### config.mk
export PLATFORM = sky130hd
export DESIGN_NAME = insertion_sorter
export DESIGN_NICKNAME = d
export VERILOG_FILES = /design/src/sv/isort_pkg.sv /design/src/sv/isort_cell.sv /design/src/sv/insertion_sorter.sv
export SDC_FILE = /design/constraint.sdc
export NUM_CORES = 2
export LEC_CHECK = 0
export BUFFER_PORTS_ARGS = -buffer_cell sky130_fd_sc_hd__buf_4
export CAP_MARGIN = 5
export CORE_MARGIN = 1
export CORE_UTILIZATION = 45
export CTS_CLUSTER_DIAMETER = 120
export CTS_CLUSTER_SIZE = 40
export DETAILED_ROUTE_END_ITERATION = 10
export REMOVE_ABC_BUFFERS = 1
export SETUP_SLACK_MARGIN = 0.15
export SLEW_MARGIN = 0
export SYNTH_ARGS = -nofsm -noshare
export SYNTH_HDL_FRONTEND = slang
export SYNTH_SLANG_ARGS = --single-unit
### constraint.sdc
create_clock -name clk -period 5.7 [get_ports clk]
set_input_delay 0.57 -clock clk [delete_from_list [all_inputs] [get_ports clk]]
set_output_delay 0.57 -clock clk [all_outputs]
set_load 0.05 [all_outputs]
### src/sv/isort_pkg.sv
`timescale 1ns / 1ps
`default_nettype none
// ----------------------------------------------------------------------------
// isort_pkg
// Shared data width, default depth and cell control type for the insertion sorter.
// ----------------------------------------------------------------------------
package isort_pkg;

    localparam int DATA_W     = 32;
    localparam int SORT_DEPTH = 16;

    // per-cycle command broadcast to every cell of the chain
    typedef struct packed {
        logic insert;   // place the broadcast value, shifting larger ones up
        logic shift;    // move every entry one place towards cell 0
    } cell_ctl_t;

endpackage : isort_pkg
`default_nettype wire

### src/sv/isort_cell.sv
`timescale 1ns / 1ps
`default_nettype none
// ----------------------------------------------------------------------------
// isort_cell
// One slot of the sorting chain: compares against the broadcast value and
// takes either the new value, its lower neighbour's entry or its upper one.
// ----------------------------------------------------------------------------
module isort_cell
    import isort_pkg::*;
(
    input  wire logic                     clk,
    input  wire logic                     rst_n,
    input  wire cell_ctl_t                ctl,
    input  wire logic signed [DATA_W-1:0] ins_val,
    input  wire logic signed [DATA_W-1:0] lo_val,
    input  wire logic                     lo_vld,
    input  wire logic                     lo_gt,
    input  wire logic signed [DATA_W-1:0] hi_val,
    input  wire logic                     hi_vld,
    output logic signed [DATA_W-1:0]      val,
    output logic                          vld,
    output logic                          gt
);

    logic signed [DATA_W-1:0] val_reg;
    logic signed [DATA_W-1:0] val_next;
    logic                     vld_reg;
    logic                     vld_next;

    // an empty slot behaves as +infinity, so the free end fills naturally
    assign gt = !vld_reg || (val_reg > ins_val);

    always_comb
    begin
        val_next = val_reg;
        vld_next = vld_reg;
        if (ctl.insert && gt)
        begin
            if (lo_gt)
            begin
                val_next = lo_val;
                vld_next = lo_vld;
            end
            else
            begin
                val_next = ins_val;
                vld_next = 1'b1;
            end
        end
        else if (ctl.shift)
        begin
            val_next = hi_val;
            vld_next = hi_vld;
        end
    end

    always_ff @(posedge clk or negedge rst_n)
    begin
        if (!rst_n)
        begin
            vld_reg <= 1'b0;
        end
        else
        begin
            vld_reg <= vld_next;
        end
    end

    always_ff @(posedge clk)
    begin
        val_reg <= val_next;
    end

    assign val = val_reg;
    assign vld = vld_reg;

endmodule : isort_cell
`default_nettype wire

### src/sv/insertion_sorter.sv
`timescale 1ns / 1ps
`default_nettype none
// ----------------------------------------------------------------------------
// insertion_sorter
// Sorts a run of signed values ascending in a chain of compare-and-shift cells.
// ----------------------------------------------------------------------------
// Input channel (in_valid / in_stall): one element_value per request, is_final
// on the last of a run. Each accepted element is placed into the chain in the
// same cycle, so elements are taken one per cycle while a run is being loaded.
// Once is_final is accepted the block drains: in_stall is held high and the run
// leaves from cell 0 on the output channel (out_valid / out_stall), one request
// per cycle unless stalled, ascending, equal values in arrival order, run_last
// on the final one and overflowed on all of them if elements past DEPTH were
// dropped. The first result is presented in the cycle after the final request;
// a run of n held elements leaves through the single output port at cell 0.
// While out_stall is high the chain holds and the result stays unchanged.
// Reset empties the chain and clears the count and the overflow flag.
// ----------------------------------------------------------------------------
module insertion_sorter
    import isort_pkg::*;
#(
    parameter int DEPTH = SORT_DEPTH
)
(
    input  wire logic                     clk,
    input  wire logic                     rst_n,
    input  wire logic                     in_valid,
    output logic                          in_stall,
    input  wire logic signed [DATA_W-1:0] element_value,
    input  wire logic                     is_final,
    output logic                          out_valid,
    input  wire logic                     out_stall,
    output logic signed [DATA_W-1:0]      sorted_value,
    output logic                          run_last,
    output logic                          overflowed
);

    localparam int CNT_W = $clog2(DEPTH + 1);

    logic             draining_reg;
    logic             draining_next;
    logic [CNT_W-1:0] count_reg;
    logic [CNT_W-1:0] count_next;
    logic             ovf_reg;
    logic             ovf_next;

    logic      in_acc;
    logic      out_acc;
    logic      full;
    cell_ctl_t ctl;

    logic signed [DATA_W-1:0] cell_val [DEPTH];
    logic                     cell_vld [DEPTH];
    logic                     cell_gt  [DEPTH];
    logic signed [DATA_W-1:0] lo_val   [DEPTH];
    logic                     lo_vld   [DEPTH];
    logic                     lo_gt    [DEPTH];
    logic signed [DATA_W-1:0] hi_val   [DEPTH];
    logic                     hi_vld   [DEPTH];

    assign full       = (count_reg == CNT_W'(DEPTH));
    assign in_acc     = in_valid && !draining_reg;
    assign out_acc    = draining_reg && !out_stall;
    assign ctl.insert = in_acc && !full;
    assign ctl.shift  = out_acc;

    genvar i;
    generate
        for (i = 0; i < DEPTH; i++)
        begin : g_cell
            if (i == 0)
            begin : g_first
                assign lo_val[i] = '0;
                assign lo_vld[i] = 1'b0;
                assign lo_gt[i]  = 1'b0;
            end
            else
            begin : g_mid_lo
                assign lo_val[i] = cell_val[i-1];
                assign lo_vld[i] = cell_vld[i-1];
                assign lo_gt[i]  = cell_gt[i-1];
            end
            if (i == DEPTH - 1)
            begin : g_last
                assign hi_val[i] = '0;
                assign hi_vld[i] = 1'b0;
            end
            else
            begin : g_mid_hi
                assign hi_val[i] = cell_val[i+1];
                assign hi_vld[i] = cell_vld[i+1];
            end

            isort_cell u_cell (
                .clk     (clk),
                .rst_n   (rst_n),
                .ctl     (ctl),
                .ins_val (element_value),
                .lo_val  (lo_val[i]),
                .lo_vld  (lo_vld[i]),
                .lo_gt   (lo_gt[i]),
                .hi_val  (hi_val[i]),
                .hi_vld  (hi_vld[i]),
                .val     (cell_val[i]),
                .vld     (cell_vld[i]),
                .gt      (cell_gt[i])
            );
        end
    endgenerate

    always_comb
    begin
        draining_next = draining_reg;
        count_next    = count_reg;
        ovf_next      = ovf_reg;
        if (in_acc)
        begin
            if (full)
            begin
                ovf_next = 1'b1;
            end
            else
            begin
                count_next = count_reg + CNT_W'(1);
            end
            if (is_final)
            begin
                draining_next = 1'b1;
            end
        end
        else if (out_acc)
        begin
            count_next = count_reg - CNT_W'(1);
            if (run_last)
            begin
                draining_next = 1'b0;
                ovf_next      = 1'b0;
            end
        end
    end

    always_ff @(posedge clk or negedge rst_n)
    begin
        if (!rst_n)
        begin
            draining_reg <= 1'b0;
            count_reg    <= '0;
            ovf_reg      <= 1'b0;
        end
        else
        begin
            draining_reg <= draining_next;
            count_reg    <= count_next;
            ovf_reg      <= ovf_next;
        end
    end

    assign in_stall     = draining_reg;
    assign out_valid    = draining_reg;
    assign sorted_value = cell_val[0];
    assign run_last     = (count_reg == CNT_W'(1));
    assign overflowed   = ovf_reg;

endmodule : insertion_sorter
`default_nettype wire

**Word-level counts from Yosys, hierarchy flattened**

Index checks and enable logic that the tools add are counted.

- Register bits after elaboration: 535
- Output and inout bits: 36

- Add/subtract/negate cells: 2
- Order comparisons: 16
- Equal/unequal tests: 5
- Multiplexer cells: 103
- Reduce and logical (&&, ||, !) cells: 75

Operators by type and width:

| cell | number |
|---|---|
| two-way mux 32 bit | 47 |
| > comparator 32 bit | 16 |
| two-way mux 1 bit | 53 |
| nonzero test 2 bit | 18 |
| logical AND 1 bit | 19 |
| logical NOT 1 bit | 19 |
| logical OR 1 bit | 16 |
| two-way mux 5 bit | 3 |
| AND reduction 3 bit | 2 |
| adder 5 x 1 -> 5 bit, second input constant | 1 |
| equality test 5 x 1 -> 1 bit, second input constant | 1 |
| equality test 5 bit, second input constant | 1 |
| subtractor 5 x 1 -> 5 bit, second input constant | 1 |
| inequality test 2 bit, second input constant | 2 |
| inequality test 2 x 1 -> 1 bit, second input constant | 1 |
| AND reduction 2 bit | 1 |

**Depth between registers and ports, before layout**

- Word-level depth: 5
- Depth in mapped cells: 15
- Mapped depth without buffers: 11

**Cells and area by module**

Synthesis repeated with hierarchy kept, for this count alone.

- Cell total of the unflattened synthesis: 4,315
- Area total of the unflattened synthesis: 43,785.7 sq um

Modules (own cells, without submodules):

| module | instances | cells an instance | area each (sq um) | seq. area each (sq um) |
|---|---|---|---|---|
| isort_cell | 16 | 267 | 2,710.1 | 985.9 |
| insertion_sorter | 1 | 43 | 424.2 | 175.2 |

**Worst setup path after synthesis**

OpenSTA, ideal clock, no wires.

- Kind: input to register
- Start point: input port element_value[14]
- End point: register g_cell[11].u_cell.val_reg[0], enable pin
- Setup time: 0.467 ns
- Arrival time: 5.452 ns
- Path slack: -0.219 ns
- Cell stages on the path: 10
- Path buffers: 2
- Cell sequence: clkbuf_1 clkinv_1 ha_1 nand4_1 a2111oi_0 a211oi_1 a2111oi_0 and4b_1 buf_2 o21ai_0

- Word-level cells in the longest chain between the ends: 4

Ends and longest elaborated chain:

| what | RTL line | source |
|---|---|---|
| from (decl) | insertion_sorter.sv:29 | `input wire logic signed [DATA_W-1:0] element_value,` |
| > comparator 32 bit | isort_cell.sv:31 | `assign gt = !vld_reg \|\| (val_reg > ins_val);` |
| logical OR 1 bit | isort_cell.sv:31 |  |
| logical AND 1 bit | isort_cell.sv:37 | `if (ctl.insert && gt)` |
| nonzero test 2 bit (no line) | - |  |
| to (signal assigned) | isort_cell.sv:71 | `val_reg <= val_next;` |
| to (decl) | isort_cell.sv:25 | `logic signed [DATA_W-1:0] val_reg;` |

No other way between the ends.
A chain may end at the register's enable or synchronous reset.

**Final worst setup path**

- Start point: input port element_value[5]
- End point: register g_cell[12].u_cell.val_reg[26], enable pin

- Word-level cells in the longest chain between the ends: 4

Ends and longest elaborated chain:

| what | RTL line |
|---|---|
| > comparator 32 bit | isort_cell.sv:31 |
| logical OR 1 bit | isort_cell.sv:31 |
| logical AND 1 bit | isort_cell.sv:37 |
| nonzero test 2 bit (no line) | - |
| to (signal assigned) | isort_cell.sv:71 |
| to (decl) | isort_cell.sv:25 |

No other way between the ends.

==> reports/metrics.cfg <==
[run_status]
status=finished, final reports clean

[worst_setup_path]
required_ps=5960
start_kind=input port
cp_slowest_cell=a2111oi_0
cpMostUsedCell=buf_4
cp.arrival_ps=4710
worstSetupPathType=in2reg
path_cells=buf_4 -> clkinv_1 -> buf_4 -> ha_1 -> a21oi_1 -> nor2_1 -> a2111oi_0 -> a211o_1 -> nand3_1 -> o21bai_2 -> a31oi_4 -> buf_4 -> nand2b_1 -> buf_4
cp-end-kind=register
cpPeakStageDelay_ps=870
path_max_fanout=34

[place]
io_buffers=72
placed_area_mm2=0.0403
routabilityCongestion=0.882
hpwlAfterDp_um=90100

[power]
p_seq_frac=0.420
ir_drop_mv=0.313
p_comb_frac=0.485
swShare=0.453
p_int_mw=12.0
pwr-share-clk=0.095
power.leakage_nw=17.1
power_mw=21.9
cellPowerDensity_mw_per_mm2=535
switchingPower_mw=9.90

[floorplan]
rows=106
die_h_um=294
coreArea_mm2=0.0841
die_x_um=294
initial_core_util=0.457
ioPinCount=73
die_area_mm2=0.0866

[hold_path]
hold_class=in2reg

[synth]
yosysTopAreaCell=edfxtp_1
synth_area_leaders=edfxtp_1 40%, ha_1 17%, a21oi_1 11%
synth_top_area_share=0.400
synthCells=3974
synth-main-ff-cell=edfxtp_1
postSynth.asyncResetShare=0.0430
synth_warnings=0
netlist_area_mm2=0.0384
ys_seq_area_frac=0.415
ys_ff_latch=535
synth_edf_count=512
synth_area_per_cell_um2=9.67
synth_cell_type_count=77

[timing]
rsz0062_at_grt=no
min_period_ps=4450
slew_violations=0
clock.fmax_ghz=0.225
relSlewSlack=0.203
final_hold_viol_count=0
fin_skew_ps=33.4
timing.hold.ws_ps=176
tightest_slew_ps=1190
min_period_over_period=0.781
finalSetupViolCount=0

[detailed_routing]
dr_total_vias=30648
drt_wl_total_um=119000
dr.first_iter.drc_count=2947
vias_per_cell=6.05
antenna_left=0
drc=0
routedWlPerCell_um=23.5
first_pass_iters=5

[layout]
antennaDiodeCount=0
drive_gt1_frac=0.0748
nNetsFinal=4472
stdcell_area_mm2=0.0409
final_cell_mix=831 x a21oi_1, 702 x nor2_1, 515 x ha_1
final_common_cell=a21oi_1
fillers=8029
largest_register_ffs=512
fin_util=0.486
syn_to_final_growth_pct=6.40

[flow_run]
cap_violations=0

[global_routing]
grt_max_degree=67
grt_usage=0.269
antenna_found_initial=0
grt_pass1_wl_um=179000
grt_pass1_vias=28793
grt_overflow=0

[clock_tree]
holdBufCountCts=1
path_clk_slew_ps=140
cts-root-buf=clkbuf_16
cts_resized=0
cts_tree=done
cts_buffers=19
clock_latency_ps=620
htree_levels=1
cts_setup_buffers=0
cts_buffer_depth=3
cts.sinks=535

[final timing paths]
path	cells after the start	slack, ps	end	start
max reg2reg	10	1380	g_cell[12].u_cell.val[16]	g_cell[11].u_cell.val[31]
min in group asynchronous	2	380	count_reg[0]	rst_n
max in group asynchronous	2	5020	g_cell[0].u_cell.vld	rst_n
min reg2reg	1	500	count_reg[4]	count_reg[4]
max	14	1250	g_cell[12].u_cell.val[26]	element_value[5]
min	2	180	in_stall	is_final
[cell usage after synthesis (5+ instances only)]
master	number
a2111oi_0	9
a211oi_1	17
a21o_1	107
a21oi_1	832
a221oi_1	9
a22oi_1	6
a31oi_1	36
and2_1	7
and3_1	5
buf_1	5
buf_2	83
buf_4	36
buf_6	8
clkbuf_1	134
clkinv_1	31
dfrtp_1	23
edfxtp_1	512
ha_1	515
inv_1	35
mux2_4	27
mux2i_1	239
nand2_1	135
nand2b_1	28
nand3_1	24
nand4_1	113
nor2_1	706
nor2b_1	33
nor3_1	9
nor4_1	15
o211ai_1	19
o211ai_2	5
o21a_1	16
o21ai_0	114
o31a_1	6
o41ai_1	9
[cells by family (layout without fill, tap and decap cells)]
group | count (synthesis) | in the layout | share of synthesized area
AOI/OAI and AO/OA | 1219 | 1219 | 0.178
xor gates and xnor gates | 4 | 4 | 0.000911
muxes | 270 | 270 | 0.0739
and+or+nand+nor | 1099 | 1099 | 0.124
buffers and inverters | 332 | 289 | 0.0402
adders and majority gates | 515 | 515 | 0.168
DFF | 535 | 535 | 0.415
[layer usage]
| layer | routed length [um] | vias up | global-route usage | part of all wire |
|---|---|---|---|---|
| met5 | 0 | - | 0 | 0 |
| met4 | 2270 | 0 | 0.0504 | 0.019 |
| met3 | 8580 | 113 | 0.0342 | 0.072 |
| met2 | 53800 | 979 | 0.428 | 0.45 |
| met1 | 54300 | 14905 | 0.393 | 0.46 |
| li1 | - | 14651 | - | - |
[final cells by class]
cell class / count / area, um^2 / area share
timing repair buffer: 191 / 1520 / 0.0373
clock inverter: 11 / 131 / 0.00321
inverter: 66 / 248 / 0.00606
clock buffer: 21 / 483 / 0.0118
multi-input combinational: 3107 / 21200 / 0.517
sequential: 535 / 16000 / 0.390
tap: 1134 / 1420 / 0.0347
[critical path: cells and delay by family]
kind                     cells  cell delay (ps)
AO/OA/AOI/OAI                5             1740
adder cells (fa/ha/maj)      1              330
buffers and inverters        5             1740
AND/OR/NAND/NOR              3              280
[per-stage QoR]
step | instances | worst slack (ps) | setup TNS [ps]
6_report | 5065 | 1250 | 0
3_3_place_gp | 5032 | 671 | 0
5_1_grt | 5065 | 1070 | 0
4_1_cts | 5065 | 1360 | 0
3_5_place_dp | 5032 | 707 | 0
2_1_floorplan | 3708 | -2440 | -721480
[power groups by stage]
stage	Sequential [mW]	Combinational (mW)	Clock [mW]
6_report	9.18	10.6	2.08
5_1_grt	9.38	11.9	2.21
2_1_floorplan	8.70	7.14	0
3_3_place_gp	9.29	10.1	0
3_5_place_dp	9.26	10.5	0
4_1_cts	9.17	10.5	2.11
Note: power is estimated with default switching activity, not from simulation.
